<file path="src/assert_macros.svh">
// Assertion helpers shared by the RTL.
// ASSERT_PROP: clocked implication, checked outside reset.
// ASSERT_NEVER: clocked check that an expression never holds outside reset.
`ifndef ASSERT_MACROS_SVH
`define ASSERT_MACROS_SVH
`ifndef SYNTHESIS
`define ASSERT_PROP(label, clk, rstn, prop) \
    label: assert property (@(posedge clk) disable iff (!rstn) prop) \
        else $error("assertion failed");
`define ASSERT_NEVER(label, clk, rstn, expr) \
    label: assert property (@(posedge clk) disable iff (!rstn) !(expr)) \
        else $error("forbidden condition");
`else
`define ASSERT_PROP(label, clk, rstn, prop)
`define ASSERT_NEVER(label, clk, rstn, expr)
`endif
`endif

</file>
<file path="src/qme_pkg.sv">
package qme_pkg;

    // Configuration register indexes and reset values
    localparam int CFG_INDEX_W = 2;
    localparam int CFG_DATA_W  = 16;
    localparam logic [CFG_INDEX_W-1:0] REG_DIVIDER       = 2'd0;
    localparam logic [CFG_INDEX_W-1:0] REG_STEP_INTERVAL = 2'd1;
    localparam logic [7:0]  DIVIDER_RESET       = 8'd2;
    localparam logic [15:0] STEP_INTERVAL_RESET = 16'd300;

    // Item kinds
    localparam logic ACT_MOTION = 1'b0;
    localparam logic ACT_TICK   = 1'b1;

    // Quadrature phase after reset
    localparam logic [1:0] PHASE_RESET = 2'd1;

    // Divider: 16 dividend bits, two retired per cycle
    localparam int DIV_BITS      = 16;
    localparam int DIV_PER_CYCLE = 2;
    localparam int DIV_CYCLES    = DIV_BITS / DIV_PER_CYCLE;
    localparam int DIV_CNT_W     = $clog2(DIV_CYCLES);

    typedef struct packed {
        logic               action;
        logic signed [15:0] dx;
        logic signed [15:0] dy;
    } in_item_t;

    typedef struct packed {
        logic               x_main_level;
        logic               x_quad_level;
        logic               y_main_level;
        logic               y_quad_level;
        logic signed [15:0] x_remaining;
        logic signed [15:0] y_remaining;
    } out_item_t;

    // Controller to datapath
    typedef struct packed {
        logic motion;     // add the accepted deltas into the residues
        logic div_load;   // load a residue magnitude into the divider
        logic div_sel_y;  // select the vertical residue for div_load
        logic div_iter;   // retire two quotient bits
        logic div_fin_x;  // commit horizontal quotient and remainder
        logic div_fin_y;  // commit vertical quotient and remainder
        logic step;       // advance quadrature phases and wait counter
        logic out_load;   // capture the result register
    } cmd_t;

    // Datapath to controller
    typedef struct packed {
        logic is_tick;
    } status_t;

endpackage

</file>
<file path="src/qme_ctrl.sv">
module qme_ctrl (
    input  logic            aclk,
    input  logic            aresetn,
    input  logic            s_valid,
    output logic            s_ready,
    output logic            m_valid,
    input  logic            m_ready,
    input  qme_pkg::status_t status,
    output qme_pkg::cmd_t    cmd
);

    localparam logic [2:0] ST_IDLE  = 3'd0;
    localparam logic [2:0] ST_DIV_X = 3'd1;
    localparam logic [2:0] ST_FIN_X = 3'd2;
    localparam logic [2:0] ST_DIV_Y = 3'd3;
    localparam logic [2:0] ST_FIN_Y = 3'd4;
    localparam logic [2:0] ST_STEP  = 3'd5;
    localparam logic [2:0] ST_OUT   = 3'd6;

    localparam logic [qme_pkg::DIV_CNT_W-1:0] CNT_LAST =
        qme_pkg::DIV_CNT_W'(qme_pkg::DIV_CYCLES - 1);

    logic [2:0]                      state_reg, state_next;
    logic [qme_pkg::DIV_CNT_W-1:0]   cnt_reg, cnt_next;
    logic                            m_valid_reg, m_valid_next;
    logic                            out_free;
    logic                            in_take;

    assign s_ready  = (state_reg == ST_IDLE);
    assign in_take  = s_valid && s_ready;
    assign out_free = !m_valid_reg || m_ready;
    assign m_valid  = m_valid_reg;

    // Ticks: divide, step, capture; motions go straight to capture
    always_comb begin
        state_next = state_reg;
        cnt_next   = cnt_reg;
        cmd        = '0;
        unique case (state_reg)
            ST_IDLE: begin
                if (in_take) begin
                    if (status.is_tick) begin
                        cmd.div_load = 1'b1;
                        cnt_next     = '0;
                        state_next   = ST_DIV_X;
                    end else begin
                        cmd.motion = 1'b1;
                        state_next = ST_OUT;
                    end
                end
            end
            ST_DIV_X: begin
                cmd.div_iter = 1'b1;
                cnt_next     = cnt_reg + 1'b1;
                if (cnt_reg == CNT_LAST) begin
                    state_next = ST_FIN_X;
                end
            end
            ST_FIN_X: begin
                cmd.div_fin_x = 1'b1;
                cmd.div_load  = 1'b1;
                cmd.div_sel_y = 1'b1;
                cnt_next      = '0;
                state_next    = ST_DIV_Y;
            end
            ST_DIV_Y: begin
                cmd.div_iter = 1'b1;
                cnt_next     = cnt_reg + 1'b1;
                if (cnt_reg == CNT_LAST) begin
                    state_next = ST_FIN_Y;
                end
            end
            ST_FIN_Y: begin
                cmd.div_fin_y = 1'b1;
                state_next    = ST_STEP;
            end
            ST_STEP: begin
                cmd.step   = 1'b1;
                state_next = ST_OUT;
            end
            ST_OUT: begin
                // hold until the result register is free
                if (out_free) begin
                    cmd.out_load = 1'b1;
                    state_next   = ST_IDLE;
                end
            end
            default: begin
                state_next = ST_IDLE;
            end
        endcase
    end

    // Result valid: set on capture, drop once taken
    always_comb begin
        m_valid_next = m_valid_reg;
        if (cmd.out_load) begin
            m_valid_next = 1'b1;
        end else if (m_ready) begin
            m_valid_next = 1'b0;
        end
    end

    always_ff @(posedge aclk) begin
        if (!aresetn) begin
            state_reg   <= ST_IDLE;
            cnt_reg     <= '0;
            m_valid_reg <= 1'b0;
        end else begin
            state_reg   <= state_next;
            cnt_reg     <= cnt_next;
            m_valid_reg <= m_valid_next;
        end
    end

endmodule

</file>
<file path="src/qme_dp.sv">
module qme_dp (
    input  logic                                aclk,
    input  logic                                aresetn,
    input  qme_pkg::in_item_t                   s_data,
    input  logic                                cfg_write,
    input  logic [qme_pkg::CFG_INDEX_W-1:0]     cfg_index,
    input  logic [qme_pkg::CFG_DATA_W-1:0]      cfg_data,
    input  qme_pkg::cmd_t                       cmd,
    output qme_pkg::status_t                    status,
    output qme_pkg::out_item_t                  m_data
);

    logic [7:0]         divider_reg;
    logic [15:0]        step_interval_reg;
    logic signed [15:0] x_res_reg, y_res_reg;
    logic signed [15:0] x_pend_reg, y_pend_reg;
    logic [1:0]         x_phase_reg, y_phase_reg;
    logic [15:0]        wait_reg;

    // Shared divider state
    logic [7:0]         rem_reg;
    logic [15:0]        quo_reg;
    logic               neg_reg;

    qme_pkg::out_item_t out_reg;

    logic [7:0]         dvs;
    logic signed [15:0] div_src;
    logic [15:0]        src_mag;
    logic [8:0]         t1, t2;
    logic               ge1, ge2;
    logic [7:0]         r1, r2;
    logic signed [16:0] quo_signed;
    logic signed [15:0] rem_signed;
    logic signed [15:0] pend_sel;
    logic signed [15:0] pend_sum;
    logic signed [15:0] x_mot, y_mot;
    logic               any_pend;

    function automatic logic signed [15:0] sat16(input logic signed [17:0] v);
        logic signed [15:0] r;
        if (v > 18'sd32767) begin
            r = 16'sh7fff;
        end else if (v < -18'sd32768) begin
            r = 16'sh8000;
        end else begin
            r = v[15:0];
        end
        return r;
    endfunction

    function automatic logic [1:0] phase_step(input logic [1:0] ph,
                                              input logic signed [15:0] pend);
        logic [1:0] r;
        r = ph;
        if (pend > 16'sd0) begin
            r = ph + 2'd1;
        end else if (pend < 16'sd0) begin
            r = ph - 2'd1;
        end
        return r;
    endfunction

    function automatic logic signed [15:0] pend_step(input logic signed [15:0] pend);
        logic signed [15:0] r;
        r = pend;
        if (pend > 16'sd0) begin
            r = pend - 16'sd1;
        end else if (pend < 16'sd0) begin
            r = pend + 16'sd1;
        end
        return r;
    endfunction

    assign status.is_tick = (s_data.action == qme_pkg::ACT_TICK);

    // Zero divider acts as one
    assign dvs = (divider_reg == 8'd0) ? 8'd1 : divider_reg;

    // Magnitude of the residue entering the divider
    assign div_src = cmd.div_sel_y ? y_res_reg : x_res_reg;
    assign src_mag = div_src[15] ? 16'(-div_src) : div_src;

    // Two restoring steps per cycle
    always_comb begin
        t1  = {rem_reg, quo_reg[15]};
        ge1 = (t1 >= {1'b0, dvs});
        r1  = ge1 ? 8'(t1 - {1'b0, dvs}) : t1[7:0];
        t2  = {r1, quo_reg[14]};
        ge2 = (t2 >= {1'b0, dvs});
        r2  = ge2 ? 8'(t2 - {1'b0, dvs}) : t2[7:0];
    end

    // Signed quotient and remainder, truncated toward zero
    assign quo_signed = neg_reg ? -$signed({1'b0, quo_reg}) : $signed({1'b0, quo_reg});
    assign rem_signed = neg_reg ? -$signed({8'd0, rem_reg}) : $signed({8'd0, rem_reg});
    assign pend_sel   = cmd.div_fin_y ? y_pend_reg : x_pend_reg;
    assign pend_sum   = sat16(18'(pend_sel) + 18'(quo_signed));

    assign x_mot = sat16(18'(x_res_reg) + 18'(s_data.dx));
    assign y_mot = sat16(18'(y_res_reg) + 18'(s_data.dy));

    assign any_pend = (x_pend_reg != 16'sd0) || (y_pend_reg != 16'sd0);

    // Configuration registers
    always_ff @(posedge aclk) begin
        if (!aresetn) begin
            divider_reg       <= qme_pkg::DIVIDER_RESET;
            step_interval_reg <= qme_pkg::STEP_INTERVAL_RESET;
        end else if (cfg_write) begin
            if (cfg_index == qme_pkg::REG_DIVIDER) begin
                divider_reg <= cfg_data[7:0];
            end else if (cfg_index == qme_pkg::REG_STEP_INTERVAL) begin
                step_interval_reg <= cfg_data[15:0];
            end
        end
    end

    // Residues, pending counts, phases and wait counter
    always_ff @(posedge aclk) begin
        if (!aresetn) begin
            x_res_reg   <= '0;
            y_res_reg   <= '0;
            x_pend_reg  <= '0;
            y_pend_reg  <= '0;
            x_phase_reg <= qme_pkg::PHASE_RESET;
            y_phase_reg <= qme_pkg::PHASE_RESET;
            wait_reg    <= '0;
        end else begin
            if (cmd.motion) begin
                x_res_reg <= x_mot;
                y_res_reg <= y_mot;
            end
            if (cmd.div_fin_x) begin
                x_pend_reg <= pend_sum;
                x_res_reg  <= rem_signed;
            end
            if (cmd.div_fin_y) begin
                y_pend_reg <= pend_sum;
                y_res_reg  <= rem_signed;
            end
            if (cmd.step) begin
                if (any_pend && (wait_reg == 16'd0)) begin
                    x_phase_reg <= phase_step(x_phase_reg, x_pend_reg);
                    y_phase_reg <= phase_step(y_phase_reg, y_pend_reg);
                    x_pend_reg  <= pend_step(x_pend_reg);
                    y_pend_reg  <= pend_step(y_pend_reg);
                    wait_reg    <= step_interval_reg;
                end else if (wait_reg != 16'd0) begin
                    wait_reg <= wait_reg - 16'd1;
                end
            end
        end
    end

    // Divider shift registers
    always_ff @(posedge aclk) begin
        if (cmd.div_load) begin
            rem_reg <= '0;
            quo_reg <= src_mag;
            neg_reg <= div_src[15];
        end else if (cmd.div_iter) begin
            rem_reg <= r2;
            quo_reg <= {quo_reg[13:0], ge1, ge2};
        end
    end

    // Result register
    always_ff @(posedge aclk) begin
        if (cmd.out_load) begin
            out_reg.x_main_level <= ~x_phase_reg[1];
            out_reg.x_quad_level <= x_phase_reg[1] ^ x_phase_reg[0];
            out_reg.y_main_level <= ~y_phase_reg[1];
            out_reg.y_quad_level <= y_phase_reg[1] ^ y_phase_reg[0];
            out_reg.x_remaining  <= x_pend_reg;
            out_reg.y_remaining  <= y_pend_reg;
        end
    end

    assign m_data = out_reg;

endmodule

</file>
<file path="src/quadrature_motion_encoder_core.sv">
// Quadrature motion encoder core.
// Input channel s_*: motion transactions (action 0) carry signed dx/dy that
// are accumulated into saturating per-axis residues; tick transactions
// (action 1) scale the residues by the divider into pending step counts and
// advance each axis's quadrature phase by at most one step, paced by the
// step interval. Every input transaction yields exactly one result
// transaction on m_*: the four open-drain line levels and the pending counts.
// Configuration port cfg_*: index 0 divider, index 1 step interval; it is
// always ready and is meant to be written while no transaction is in flight.
// Sequence: a motion transaction moves from acceptance to the capture
// state; a tick first runs one shared divider that retires two quotient
// bits per cycle for each axis in turn, then the step state, then capture.
// One transaction is processed at a time; s_ready returns high in the
// cycle after the result is captured, while that result may still wait.
// If the receiver stalls, the finished result holds in the output register
// and the next transaction waits at capture until the register is taken.
// Reset (aresetn low, synchronous) clears residues, counts and wait counter,
// sets both phases to 1, and restores divider 2 and step interval 300.
`include "assert_macros.svh"

module quadrature_motion_encoder_core (
    input  logic                                aclk,
    input  logic                                aresetn,
    input  logic                                s_valid,
    output logic                                s_ready,
    input  qme_pkg::in_item_t                   s_data,
    output logic                                m_valid,
    input  logic                                m_ready,
    output qme_pkg::out_item_t                  m_data,
    input  logic                                cfg_valid,
    output logic                                cfg_ready,
    input  logic [qme_pkg::CFG_INDEX_W-1:0]     cfg_index,
    input  logic [qme_pkg::CFG_DATA_W-1:0]      cfg_data
);

    qme_pkg::cmd_t    cmd;
    qme_pkg::status_t status;

    assign cfg_ready = 1'b1;

    qme_ctrl u_ctrl (
        .aclk    (aclk),
        .aresetn (aresetn),
        .s_valid (s_valid),
        .s_ready (s_ready),
        .m_valid (m_valid),
        .m_ready (m_ready),
        .status  (status),
        .cmd     (cmd)
    );

    qme_dp u_dp (
        .aclk      (aclk),
        .aresetn   (aresetn),
        .s_data    (s_data),
        .cfg_write (cfg_valid && cfg_ready),
        .cfg_index (cfg_index),
        .cfg_data  (cfg_data),
        .cmd       (cmd),
        .status    (status),
        .m_data    (m_data)
    );

    // Never overwrite a result that is still waiting
    `ASSERT_PROP(a_out_free, aclk, aresetn, cmd.out_load |-> (!m_valid || m_ready))
    // No new transaction while a result is being captured or divided
    `ASSERT_NEVER(a_busy_accept, aclk, aresetn, s_ready && (cmd.div_iter || cmd.out_load))
    // Valid rises only from a capture
    `ASSERT_PROP(a_valid_src, aclk, aresetn, $rose(m_valid) |-> $past(cmd.out_load))

endmodule

</file>
<file path="config.mk">
export PLATFORM = sky130hd
export DESIGN_NAME = quadrature_motion_encoder_core
export DESIGN_NICKNAME = d
export VERILOG_FILES = /design/src/qme_pkg.sv /design/src/qme_ctrl.sv /design/src/qme_dp.sv /design/src/quadrature_motion_encoder_core.sv
export VERILOG_INCLUDE_DIRS = /design/src /design/src/src
export SDC_FILE = /design/constraint.sdc
export NUM_CORES = 1
export LEC_CHECK = 0
export ABC_AREA = 1
export BUFFER_PORTS_ARGS = -buffer_cell sky130_fd_sc_hd__buf_2
export CAP_MARGIN = 30
export CORE_UTILIZATION = 30
export DETAILED_ROUTE_END_ITERATION = 6
export SYNTH_ARGS = -nofsm -noshare
export SYNTH_HDL_FRONTEND = slang
export SYNTH_SLANG_ARGS = --single-unit
</file>
<file path="constraint.sdc">
create_clock -name aclk -period 3.95 [get_ports aclk]
set_clock_uncertainty 0.05 [all_clocks]
set_input_delay 0.5925 -clock aclk [delete_from_list [all_inputs] [get_ports aclk]]
set_output_delay 0.5925 -clock aclk [all_outputs]
set_load 0.05 [all_outputs]
</file>
# After elaboration in Yosys (flattened, before gate mapping)
# Cells that the tools add are included.
# word_totals
regBits,176
word_cells,157
# op_classes
bitwise_logic,5
muxes,58
n_addsub,18
order_cmp,12
n_reduce_logical,28
n_eq_ne,15
# op_table
op,n
16-bit 2-to-1 mux,28
18-bit by 16-bit > comparator with 1-bit output (second input constant),3
18-bit by 16-bit less-than comparator with 1-bit output (second input constant),3
16-bit nonzero test,3
16-bit by 16-bit adder with 17-bit output,2
16-bit by 2-bit adder with 16-bit output (second input constant),2
16-bit by 1-bit > comparator with 1-bit output (second input constant),2
16-bit by 1-bit less-than comparator with 1-bit output (second input constant),2
16-bit by 2-bit subtractor with 16-bit output (second input constant),2
8-bit 2-to-1 mux,3
3-bit 2-to-1 mux,7
3-bit one-hot mux with 7 select lines,1
16-bit by 17-bit adder with 18-bit output,1
9-bit by 8-bit greater-or-equal comparator with 1-bit output,2
17-bit 2-to-1 mux,1
16-bit negation with 17-bit output,1
16-bit logical NOT,1
16-bit negation,1
8-bit negation with 16-bit output,1
16-bit by 1-bit subtractor with 16-bit output (second input constant),1
8-bit subtractor,2
2-bit nonzero test,7
3-bit == test (second input constant),4
3-bit AND reduction,4
other kinds (25),52

# Longest topological paths before layout
# Gate-level depths: netlist (run 1).
# logic_depth
depth_word,10
depth_mapped,27
depth_no_buf,26

# By module
# A second synthesis (run 1) with hierarchy kept.
# unflattened
cells_unflattened,2009
area_unflattened_um2,13853.3
# by_module_without_submodules
mod,cells_each,area_each_um2,n_inst
qme_dp,1934,13331.5,1
qme_ctrl,73,510.5,1
quadrature_motion_encoder_core,2,11.3,1

# Least setup slack after synthesis (run 1)
# Ideal clock, no wire load.
# synth_path
path_type,register to register
from,register u_dp.divider_reg[1]
to,register u_dp.quo_reg[0] (data pin)
synth_period_minus_slack_ns,3.864
arrival_time_ns,3.542
required_time_ns,3.629
path_stages_with_launch,22
path_slack_ns,0.086
cell_sequence,dfxtp_1 > nor4_1 > a41o_1 > ha_1 > nand3_1 > nor4_1 > nor3_1 > nand2_1 > clkbuf_1 > o21a_1 > inv_1 > ha_1 > a21oi_1 > o21ai_0 > a21boi_0 > o21ai_0 > nand2_1 > nand3b_1 > nor2_2 > inv_1 > nand2_1 > o21ai_0
# synth_between
elab_chain_cells,7
elab_cells_between_ends,8
classes_between,add/sub: 1; order compare: 2; mux: 4; reduce/logical: 1
# synth_lines
element,line_no,rtl
"start, declared",qme_dp.sv:13,logic [7:0] divider_reg;
"start signal, assigned",qme_dp.sv:108,divider_reg <= qme_pkg::DIVIDER_RESET;
"start signal, assigned",qme_dp.sv:112,divider_reg <= cfg_data[7:0];
8-bit logical NOT,qme_dp.sv:78,assign dvs = (divider_reg == 8'd0) ? 8'd1 : divider_reg;
8-bit 2-to-1 mux (*),qme_dp.sv:78,
8-bit subtractor / 9-bit by 8-bit greater-or-equal comparator with 1-bit output (equally long branches),"qme_dp.sv:88, qme_dp.sv:87",
8-bit 2-to-1 mux,qme_dp.sv:88,"r1 = ge1 ? 8'(t1 - {1'b0, dvs}) : t1[7:0];"
9-bit by 8-bit greater-or-equal comparator with 1-bit output (*),qme_dp.sv:90,"ge2 = (t2 >= {1'b0, dvs});"
16-bit 2-to-1 mux (*),qme_dp.sv:162,end else if (cmd.div_iter) begin
16-bit 2-to-1 mux (*),qme_dp.sv:158,if (cmd.div_load) begin
"end signal, assigned",qme_dp.sv:160,quo_reg <= src_mag;
"end signal, assigned",qme_dp.sv:164,"quo_reg <= {quo_reg[13:0], ge1, ge2};"
"end, declared",qme_dp.sv:22,logic [15:0] quo_reg;
# Mark *: on every way between the ends. The rest lies on a longest branch, timed or not. The select of a mux whose other input is x is not followed.
# A chain may end at the register's enable or synchronous reset.

# Final worst setup path (run 1)
# layout_path
from,register u_dp.divider_reg[4]
to,register u_dp.quo_reg[0] (data pin)
# The elaborated chain is that of the path after synthesis.

==> out/qor_table.md, run 1 <==
| Parameter | Value | Unit |
| --- | --- | --- |
| Placeable Area | 45,280 | sq um |
| Antenna-violating nets left | 0 | - |
| Unrepaired setup endpoints after global routing | yes | - |
| Share of flip-flops with an asynchronous set or reset | 0 | % |
| Max-cap viol count | 0 | - |
| Via count of the routed design | 13,680 | - |
| Smallest setup slack after layout | 80.07 | ps |
| Die Area | 46,770 | sq um |
| Most frequent cells after synthesis | nand2_1, inv_1, a21oi_1, nor2_1, o21ai_0 | - |
| Pin count of the biggest net entering global routing | 53 | - |
| Area share of the largest cell type after synthesis | 17.88 | % |
| R2r startpoint | u_dp.divider_reg[4] | - |
| Nets | 2,335 | - |
| Sequential-to-total area share from yosys stat | 29.44 | % |
| Class of the most critical hold timing path | primary input to flop | - |
| Detail Placement HPWL | 33,160 | um |
| Worst slew slack as a fraction of its limit | 43.49 | % |
| Number of global-route vias before repair | 12,900 | - |
| Critical path data required time | 4100 | ps |
| Diode insertion count for antenna repair | 0 | - |
| Layout Area Growth over Synthesis | 16.53 | % |
| Std cell rows | 78 | - |
| Fraction of layout instances using a drive strength above 1 | 12.72 | % |
| Synthesized instance count | 2,056 | - |
| TritonCTS sink count | 176 | - |
| Net count after synthesis | 2,219 | - |
| Fill cell total of the finished layout | 4,879 | - |
| CP Max Fanout | 8 | - |
| Average detailed-routed wire length per instance | 15.15 | um |
| Standard cell with the maximum stage delay on the critical path | dfxtp_2 | - |
| Cell with the most instances on the worst path | nand2_1 | - |
| Total congestion overflow after global routing | 0 | - |
| Count of TritonRoute iterations in the first routing pass | 7 | - |
| Iteration-0 DRC Markers | 1,097 | - |
| Number of buffers created by CTS | 17 | - |
| Dominant cells by area after synthesis | dfxtp_1, nand2_1, edfxtp_1, ha_1, a21oi_1 | - |
| Distinct cells, synth | 54 | - |
| GP Congestion | 0.9527 | - |
| Largest area contributor in the synthesized netlist | dfxtp_1 | - |
| Width of the die | 216.3 | um |
| Achievable frequency | 258.4 | MHz |
| Syn. warnings | 0 | - |
| Post-synthesis instance area | 13,770 | sq um |
| Flip-flop count of the largest register after layout | 36 | - |
| First-pass GRT wire length | 65,830 | um |
| Run status | completed | - |
| H-Tree Level Count | 4 | - |
| Endpoint arrival time on the critical path | 4020 | ps |
| Slew at the pin closest to its max-slew limit | 844.5 | ps |
| Buffers from clock root to sink, at most | 2 | - |
| Endpoint of the worst register-to-register path | u_dp.quo_reg[0] | - |
| Largest stage delay, worst path | 320 | ps |
| Finish-stage setup viols | 0 | - |
| Hold EP | u_dp.step_interval_reg[11] | - |
| Time the worst path needs with I/O delays and setup | 3870 | ps |
| WP buf/inv | 3 | - |
| Cell breakdown of the critical path | nor4_2 -> a41o_1 -> ha_4 -> nand3_1 -> nor4_1 -> nor3_1 -> nand2_2 -> buf_6 -> nand2_1 -> o21a_1 -> inv_1 -> ha_4 -> a21oi_2 -> o21ai_2 -> a21boi_2 -> o21ai_2 -> nand2_1 -> nand3b_1 -> nor2_4 -> inv_4 -> nand2_1 -> o21ai_1 | - |
| Final Hold Viols | 0 | - |
| Hold path startpoint | cfg_data[11] | - |
| Final worst-path cycle share | 97.97 | % |
| Port-buffer cells | 93 | - |
| Cell depth of the worst flop-to-flop path | 22 | - |
| Worst Path Class, Setup | flop to flop | - |
| Reg-to-reg slack, setup | 80 | ps |
| Library cell with the highest instance count after synthesis | nand2_1 | - |
| Post-synth top flop | dfxtp_1 | - |
| Average size of a mapped cell | 6.698 | sq um |
| Number of flops mapped to enable cells by yosys | 53 | - |
| Worst Hold Depth | 3 | - |
| Clock insertion delay at the later pin of the skew report | 460 | ps |
| Initial standard-cell utilization of the core | 30.41 | % |
| Top-Level Pins | 95 | - |
| Die Y | 216.3 | um |
| Buffer type at the clock tree root | clkbuf_16 | - |
| Global-route usage over all layers | 17.54 | % |
| Element type at the critical path start | flop | - |
| Number of synthesized register bits | 176 | - |
| Detailed Route WL | 42,190 | um |
| Critical Path Sink Type | flop | - |
| TritonCTS clock tree | yes | - |
| Clock slew at reported path FFs | 70 | ps |
| DR vias/cell | 4.912 | - |
| Post-place setup slack | -260.0 | ps |
| Initial antenna violation count | 0 | - |
| Number of DRC violations after detailed routing | 0 | - |
| Family of cells with the greatest summed delay on the critical path | simple AND/OR/NAND/NOR gates | - |
| Number of pins with negative max-slew slack in the final report | 0 | - |
==> per-layer routing <==
metal  up-vias  GRT usage (%)  routed length [um]
met2       313          29.89               20170
met3        64          2.344                1620
met1      6280          22.46               19260
met5         -              0                   0
li1       7024              -                   -
met4         0          6.479                1134
==> cells in the final DEF, fill, tap and decap left out, drive strengths merged, types with 2 or more instances in the layout <==
cell type  count
a211oi         3
a21boi         4
a21o           6
a21oi        187
a22oi          2
a31oi          9
and2           4
buf          148
clkbuf        19
clkinv         9
clkinvlp       7
dfxtp        123
edfxtp        53
fa             7
ha           100
inv          241
nand2        576
nand3        116
nand3b         7
nand4         21
nor2         194
nor3          30
nor4           6
o211ai        10
o21a           4
o21ai        160
o21bai         9
o221ai         2
o22ai          3
o31ai          7
or2           13
xnor2         21
xor2          76
==> worst max path at each step <==
stage	start	endpoint	slack (ps)	cells after the start
floorplan	u_dp.divider_reg[1]	u_dp.quo_reg[0]	90	21
global placement	u_dp.divider_reg[2]	u_dp.quo_reg[0]	-130	22
detailed placement	u_dp.divider_reg[2]	u_dp.quo_reg[0]	-260	22
CTS	u_dp.divider_reg[2]	u_dp.rem_reg[0]	30	23
global route	u_dp.divider_reg[4]	u_dp.quo_reg[0]	-180	20
finish	u_dp.divider_reg[4]	u_dp.quo_reg[0]	80	22
==> area by class of cell <==
type                    instances  area, sq um  area share [%]
clock buffers                  18        429.2           2.674
clock inverters                14        118.9          0.7406
inverters                     244        922.1           5.746
multi-input cells            1584         8800           54.83
flip-flops and latches        176         4055           25.27
well taps                     600        750.7           4.678
repair buffers                149        973.4           6.065
==> worst reg2reg max path: stages, from the launching register on <==
cell and delay [ps]:
dfxtp_2 320, nor4_2 260, a41o_1 320, ha_4 240
nand3_1 80, nor4_1 60, nor3_1 290, nand2_2 140
buf_6 150, nand2_1 60, o21a_1 140, inv_1 70
ha_4 230, a21oi_2 140, o21ai_2 80, a21boi_2 190
o21ai_2 100, nand2_1 70, nand3b_1 130, nor2_4 270
inv_4 100, nand2_1 70, o21ai_1 70
==> through the flow <==
step	instance area, sq um	TNS (ps)	utilization [%]	hold slack [ps]	std cells
floorplan	13770	0	-	358.2	2056
global placement	15060	-134.6	33.25	398.2	2734
detailed placement	15080	-1145	33.31	407.7	2735
CTS	15660	0	34.57	292.8	2769
global route	16050	-1585	35.44	301.2	2785
finish	16050	0	35.44	304.4	2785
==> kinds of logic after synthesis <==
kind of cell | share of synthesized area (%)
buffers and inverters | 8.467
AND/OR/NAND/NOR | 29.68
other | 0.02723
XOR/XNOR | 6.169
AO/OA/AOI/OAI | 16.04
multiplexers | 0.07268
adder cells (fa/ha/maj) | 10.10
flip-flops | 29.44
==> timing repair <==
item                                    CTS  global route
pin swaps                                 4            35
hold buffers                              0             0
endpoints found under the setup margin    8            39
gates cloned                              0             2
gates resized for setup                   5            67
endpoints found under the hold margin     0             0
buffers inserted                          2            14
Power of run 1 is not shown: default switching activity piles up to over one toggle a cycle in this logic, so the estimate is an artifact.
==> run 2, diff against run 1 <==
Settings changed: RECOVER_POWER set to 25, REMOVE_ABC_BUFFERS set to 1.
==> run 2 against run 1 <==
The run now ends with max-capacitance violations, max-slew violations left. Register-to-register slack improved by 160 ps. Critical endpoint unchanged. Critical path depth fell by 3. Sequential cell count did not move. Non-clock buffer count is 5 lower. Via count down 0.39%. Count of clock-buffer cells in the layout increased by 3. Sequential share of layout area is 0.25 points higher. Worst setup slack better by 160 ps. Global-route usage fell by 0.15 points. Core utilization down 0.33 points.
==> out/qor_table.md, run 2 (synthesized netlist as in run 1, its figures left out) <==
| Parameter | Value | Unit | vs previous |
| --- | --- | --- | --- |
| Run status | finished with violations | - |  |
| Violated checks | max-capacitance violations, max-slew violations | - |  |
| Detailed Route WL | 40,820 | um | -3.2% |
| Element type at the critical path start | flop | - |  |
| Hold path startpoint | cfg_data[8] | - |  |
| Buffers from clock root to sink, at most | 2 | - | unchanged |
| Total congestion overflow after global routing | 0 | - | unchanged |
| Max-cap viol count | 1 | - | +1 |
| First-pass GRT wire length | 65,520 | um | -0.47% |
| Placeable Area | 45,280 | sq um | unchanged |
| Critical Path Sink Type | flop | - |  |
| Time the worst path needs with I/O delays and setup | 3713 | ps | -156.7 ps |
| Count of TritonRoute iterations in the first routing pass | 6 | - | -1 |
| R2r startpoint | u_dp.divider_reg[1] | - |  |
| Nets | 2,331 | - | -0.17% |
| Reg-to-reg slack, setup | 240 | ps | +160 ps |
| Post-route non-filler standard cell count | 2,781 | - | -0.14% |
| WP buf/inv | 3 | - | unchanged |
| Met1 routing resource usage after global routing | 21.28 | % | -1.2 points |
| Average detailed-routed wire length per instance | 14.68 | um | -3.1% |
| Die Y | 216.3 | um | unchanged |
| Number of buffers created by CTS | 17 | - | unchanged |
| Clock insertion delay at the later pin of the skew report | 460 | ps | about the same |
| Fraction of layout instances using a drive strength above 1 | 10.87 | % | -1.9 points |
| Class of the most critical hold timing path | primary input to flop | - |  |
| Slew at the pin closest to its max-slew limit | 2087 | ps | +1242 ps |
| Finish-stage setup viols | 0 | - | unchanged |
| Cell depth of the worst flop-to-flop path | 19 | - | -14% |
| Width of the die | 216.3 | um | unchanged |
| Met3 track demand over resource in global routing | 2.302 | % | -0.042 points |
| Final worst-path cycle share | 94.01 | % | -4.0 points |
| Flip-flop count of the largest register after layout | 36 | - | unchanged |
| Number of placed instances with taps included | 2,741 | - | +0.22% |
| Critical Path End | u_dp.quo_reg[0] | - |  |
| Layout Area Growth over Synthesis | 15.44 | % |  |
| TritonCTS sink count | 176 | - | unchanged |
| Critical path data required time | 4200 | ps | +100 ps |
| Die Area | 46,770 | sq um | unchanged |
| Cell with the most instances on the worst path | nand2_1 | - |  |
| CP Max Fanout | 8 | - | unchanged |
| Port-buffer cells | 93 | - | unchanged |
| Fill cell total of the finished layout | 4,945 | - | +1.4% |
| Pin count of the biggest net entering global routing | 43 | - | -19% |
| Via count of the routed design | 13,630 | - | -0.39% |
| Clock slew at reported path FFs | 70 | ps | about the same |
| Final Hold Viols | 0 | - | unchanged |
| Buffer type at the clock tree root | clkbuf_16 | - |  |
| Commonest cells after routing, fill and taps aside | nand2_1, inv_1, a21oi_1 | - |  |
| Initial standard-cell utilization of the core | 30.41 | % | unchanged |
| Final total negative setup slack | 0 | ps | unchanged |
| Family of cells with the greatest summed delay on the critical path | simple AND/OR/NAND/NOR gates | - |  |
| Number of DRC violations after detailed routing | 0 | - | unchanged |
| Leading cell type in the layout, fill and taps excluded | nand2_1 | - |  |
| Top-Level Pins | 95 | - | unchanged |
| Global-route usage over all layers | 17.40 | % | -0.15 points |
| Iteration-0 DRC Markers | 1,010 | - | -7.9% |
| Endpoint arrival time on the critical path | 3960 | ps | -60 ps |
| GP Congestion | 0.9576 | - | +0.51% |
| Startpoint of the most critical setup path | u_dp.divider_reg[1] | - |  |
| Diode insertion count for antenna repair | 0 | - | unchanged |
| Number of global-route vias before repair | 13,140 | - | +1.9% |
| Met2 demand-to-capacity share in global routing | 30.71 | % | +0.81 points |
| Achievable frequency | 269.3 | MHz | +4.2% |
| Cell breakdown of the critical path | nor4_2 -> a41o_1 -> ha_2 -> inv_2 -> fa_2 -> nand3_2 -> nand2_2 -> xor2_1 -> nand2_1 -> o21ai_1 -> inv_1 -> ha_1 -> nand4_1 -> or4_1 -> nand3b_1 -> nor2_4 -> inv_4 -> nand2_1 -> o21ai_0 | - |  |
| Largest stage delay, worst path | 520 | ps | +200 ps |
| H-Tree Level Count | 4 | - | unchanged |
| Path length in cells of the critical path | 19 | - | -14% |
| Busiest grt layer | met2 | - |  |
| Initial antenna violation count | 0 | - | unchanged |
| TritonCTS clock tree | yes | - |  |
| Endpoint of the worst register-to-register path | u_dp.quo_reg[0] | - |  |
| DR vias/cell | 4.900 | - | -0.24% |
| Worst slew slack as a fraction of its limit | -39.10 | % | -83 points |
| Antenna-violating nets left | 0 | - | unchanged |
| Number of pins with negative max-slew slack in the final report | 43 | - | +43 |
| Detail Placement HPWL | 32,560 | um | -1.8% |
| Std cell rows | 78 | - | unchanged |
| Standard cell with the maximum stage delay on the critical path | or4_1 | - |  |
| Worst Path Class, Setup | flop to flop | - |  |
==> run 2: worst register-to-register path: cells and delay by family (launching register included) <==
| kind | cells | cell delay, ps |
|---|---|---|
| buf+inv | 3 | 220 |
| xor+xnor | 1 | 170 |
| flops | 1 | 320 |
| compound gates | 3 | 460 |
| fa+ha+maj | 3 | 950 |
| simple gates | 9 | 1390 |
==> run 2: worst min-delay path by stage <==
stage,cells after the start,end,slack [ps]
after floorplan,0,u_dp.m_data[31],360
after global placement,0,u_dp.m_data[31],370
after detailed placement,0,u_dp.m_data[31],380
after CTS,3,u_dp.step_interval_reg[8],280
after global routing,3,u_dp.step_interval_reg[10],310
final,3,u_dp.step_interval_reg[8],300
==> run 2: metal layers <==
layer,share of wire [%],vias up
met4,3.0,0
met1,45,6250
met2,49,305
li1,-,6998
met3,3.6,75
met5,0,-
==> run 2: through the flow <==
stage          setup WS [ps]  hold slack [ps]  util (%)  area [sq um]
6_report               236.7            299.9     35.11         15900
5_1_grt               -16.77            307.4     35.11         15900
4_1_cts                18.56            278.1     34.76         15740
3_5_place_dp          -142.3            382.4     33.39         15120
3_3_place_gp           13.33            368.8     33.35         15100
2_1_floorplan          -1493            358.2         -         13520
==> run 2: cell type report <==
class	instances	area, sq um	area share (%)
repair buffers	144	873.3	5.493
clock buffers	21	483.0	3.038
flip-flops and latches	176	4056	25.52
inverters	244	922.1	5.800
clock inverters	11	126.4	0.7949
multi-input cells	1585	8686	54.64
well taps	600	750.7	4.722
==> run 2: what timing repair did <==
item,4_1_cts,5_1_grt
hold buffers,0,0
gates resized for setup,3,40
pin swaps,1,16
gates cloned,0,1
setup endpoints to repair,8,39
setup buffers,1,6
Power of run 2 is left out for the same reason.
==> run 3, diff against run 2 <==
Settings changed: ABC_AREA 1 to unset.
Clock period 3.95 ns to 3.7 ns, I/O delays scaled along.
==> run 3 against run 2 <==
The flow finishes with violations (max-capacitance violations, max-slew violations, negative setup slack). Sequential cell count is the same. First-iteration DRC count shrank 5.5%. Worst setup slack lost 790 ps. Register-to-register slack lost 790 ps. Critical path type unchanged. Highest routed layer is now met5.
==> out/qor_table.md, run 3 <==
| Parameter | Value | Unit | vs previous |
| --- | --- | --- | --- |
| Run status | finished with violations | - |  |
| Violated checks | max-capacitance violations, max-slew violations, negative setup slack | - |  |
| Time the worst path needs with I/O delays and setup | 4255 | ps | +541.8 ps |
| Syn. warnings | 0 | - | unchanged |
| Number of synthesized register bits | 176 | - | unchanged |
| Area share of the largest cell type after synthesis | 18.44 | % | +0.56 points |
| Unrepaired setup endpoints after global routing | yes | - |  |
| TritonCTS clock tree | yes | - |  |
| Fraction of layout instances using a drive strength above 1 | 23.81 | % | +13 points |
| Clock insertion delay at the later pin of the skew report | 450 | ps | about the same |
| Reg-to-reg slack, setup | -560 | ps | -790 ps |
| Dominant cells by area after synthesis | dfxtp_1, edfxtp_1, ha_1, nand2_1, a21oi_1 | - |  |
| Max-cap viol count | 2 | - | +1 |
| Critical Path Sink Type | flop | - |  |
| Cell depth of the worst flop-to-flop path | 20 | - | +1 |
| CP Max Fanout | 9 | - | +1 |
| Critical path data required time | 4020 | ps | -180 ps |
| Smallest setup slack after layout | -555.0 | ps | -791.8 ps |
| Achievable frequency | 235.0 | MHz | -13% |
| Final worst-path cycle share | 115.0 | % | +21 points |
| Clock slew at reported path FFs | 80 | ps | about the same |
| Std cell rows | 76 | - | -2.6% |
| Buffer type at the clock tree root | clkbuf_16 | - |  |
| Finished layout cell area | 16,970 | sq um | +6.7% |
| Share of flip-flops with an asynchronous set or reset | 0 | % | unchanged |
| Layout Area Growth over Synthesis | 27.04 | % |  |
| Port-buffer cells | 93 | - | unchanged |
| Number of buffers created by CTS | 17 | - | unchanged |
| Width of the die | 213 | um | -1.5% |
| Number of pins with negative max-slew slack in the final report | 51 | - | +19% |
| Detail Placement HPWL | 32,370 | um | -0.60% |
| R2r startpoint | u_dp.quo_reg[1] | - |  |
| Count of TritonRoute iterations in the first routing pass | 6 | - | unchanged |
| Average size of a mapped cell | 8.184 | sq um | +22% |
| Worst Path Class, Setup | flop to flop | - |  |
| Die Area | 45,370 | sq um | -3.0% |
| H-Tree Level Count | 4 | - | unchanged |
| GP Congestion | 0.9461 | - | -1.2% |
| Average detailed-routed wire length per instance | 17.14 | um | +17% |
| Number of hold buffers added after cts | 0 | - | unchanged |
| Sequential-to-total area share from yosys stat | 30.35 | % | +0.92 points |
| Final core utilization | 39.05 | % | +3.9 points |
| Flip-flop count of the largest register after layout | 36 | - | unchanged |
| Via count of the routed design | 13,190 | - | -3.2% |
| Distinct cells, synth | 96 | - | +78% |
| Commonest cells after routing, fill and taps aside | nand2_1, buf_4, nor2_1 | - |  |
| Initial standard-cell utilization of the core | 30.74 | % | +0.32 points |
| Endpoint of the worst register-to-register path | u_dp.y_pend_reg[2] | - |  |
| Startpoint of the most critical setup path | u_dp.quo_reg[1] | - |  |
| Element type at the critical path start | flop | - |  |
| Final Hold Viols | 0 | - | unchanged |
| Number of flops mapped to enable cells by yosys | 53 | - | unchanged |
| Endpoint arrival time on the critical path | 4570 | ps | +610 ps |
| Worst slew slack as a fraction of its limit | -3.313 | % | +36 points |
| Initial antenna violation count | 2 | - | +2 |
| Largest area contributor in the synthesized netlist | dfxtp_1 | - |  |
| Finish-stage setup viols | 39 | - | +39 |
| Global-route usage over all layers | 18.65 | % | +1.3 points |
| Buffers from clock root to sink, at most | 2 | - | unchanged |
| Iteration-0 DRC Markers | 954 | - | -5.5% |
| Synthesized instance count | 1,632 | - | -21% |
| Dpl cell area | 15,600 | sq um | +3.2% |
| Library cell with the highest instance count after synthesis | nand2_1 | - |  |
| Leading cell type in the layout, fill and taps excluded | nand2_1 | - |  |
| Top-Level Pins | 95 | - | unchanged |
| Number of DRC violations after detailed routing | 0 | - | unchanged |
| DR vias/cell | 5.328 | - | +8.7% |
| TritonCTS sink count | 176 | - | unchanged |
| Total congestion overflow after global routing | 0 | - | unchanged |
| Most frequent cells after synthesis | nand2_1, nor2_1, a21oi_1, dfxtp_1, o21ai_0 | - |  |
| Post-synth top flop | dfxtp_1 | - |  |
| First-pass GRT wire length | 66,940 | um | +2.2% |
| Detailed Route WL | 42,430 | um | +3.9% |
| Nets | 2,040 | - | -12% |
| Placeable Area | 43,460 | sq um | -4.0% |
| Die Y | 213 | um | -1.5% |
| Pin count of the biggest net entering global routing | 37 | - | -14% |
| Antenna-violating nets left | 0 | - | unchanged |
| Slew at the pin closest to its max-slew limit | 1546 | ps | -540.2 ps |
| Post-synthesis instance area | 13,360 | sq um | -3.0% |
| Number of global-route vias before repair | 12,860 | - | -2.2% |
| Critical Path End | u_dp.y_pend_reg[2] | - |  |
| Class of the most critical hold timing path | primary input to flop | - |  |
run 3: changes by cell type after synthesis, moves of 46 or more:
cell / delta
o21ai_0: -46
inv_1: -171
nand2_1: -355
xnor2_1: +46
a21oi_1: -49
nand3_1: -82
run 3: through the flow:
step | setup TNS [ps] | setup WS [ps] | hold slack, ps | instances
detailed placement | -23000 | -677.4 | 400.1 | 2414
CTS | -16050 | -560.2 | 251.9 | 2467
finish | -17790 | -555.0 | 258.3 | 2476
global route | -24190 | -723.4 | 273.5 | 2475
global placement | -21000 | -624.5 | 400.3 | 2413
floorplan | -63520 | -1927 | 383.2 | 1565
run 3: cell families (layout without fill, tap and decap cells):
kind of cell / Yosys count / count (layout) / synth area share (%)
other: 1 / 2 / 0.02808
and+or+nand+nor: 561 / 561 / 19.58
xor gates and xnor gates: 101 / 101 / 6.623
muxes: 35 / 35 / 2.923
AOI/OAI and AO/OA: 519 / 519 / 25.89
DFF: 176 / 176 / 30.35
buffers and inverters: 132 / 390 / 4.187
adders and majority gates: 107 / 107 / 10.42
run 3: area by class of cell:
cell class | instances | area, sq um
diodes | 1 | 2.502
clock buffers | 17 | 425.4
clock inverters | 15 | 147.6
fillers | 4383 | 26490
inverters | 65 | 244.0
multi-input cells | 1324 | 9294
flip-flops and latches | 176 | 4056
well taps | 585 | 732.0
repair buffers | 293 | 2067
run 3: timing repair:
action,in CTS,in global routing
endpoints found under the setup margin,41,41
resized for setup,105,52
gates cloned,3,0
pin swaps,50,55
setup buffers,20,16
run 3: worst min path at each step:
stage / from / endpoint / slack (ps) / depth (start not counted)
after floorplan: u_dp.step_interval_reg[10] / u_dp.step_interval_reg[10] / 380 / 2
after global placement: u_dp.step_interval_reg[12] / u_dp.step_interval_reg[12] / 400 / 2
after detailed placement: u_dp.step_interval_reg[12] / u_dp.step_interval_reg[12] / 400 / 2
after CTS: cfg_data[8] / u_dp.step_interval_reg[8] / 250 / 3
after global routing: cfg_data[8] / u_dp.step_interval_reg[8] / 270 / 3
final: cfg_data[8] / u_dp.step_interval_reg[8] / 260 / 3
run 3: critical path, stage by stage, from the launching register on:
cell and delay [ps]:
edfxtp_1 410, inv_2 80, nand2_2 60, or4_4 420, or2_4 250, or4_4 420
o21ai_2 140, xnor2_1 140, ha_1 320, buf_6 150, nor3_4 140, a211oi_4 70
o211ai_1 100, o211ai_1 120, a311o_2 410, buf_6 140, a31oi_4 190, buf_12 160
nor2_4 40, buf_12 140, a211oi_2 220
run 3: per-layer routing:
metal	GRT usage [%]	wire [um]	vias up
li1	-	-	6496
met1	23.35	18680	6224
met2	32.24	20460	382
met3	2.897	2058	89
met4	6.599	1225	2
met5	0	10	-
Power of run 3 is left out for the same reason.
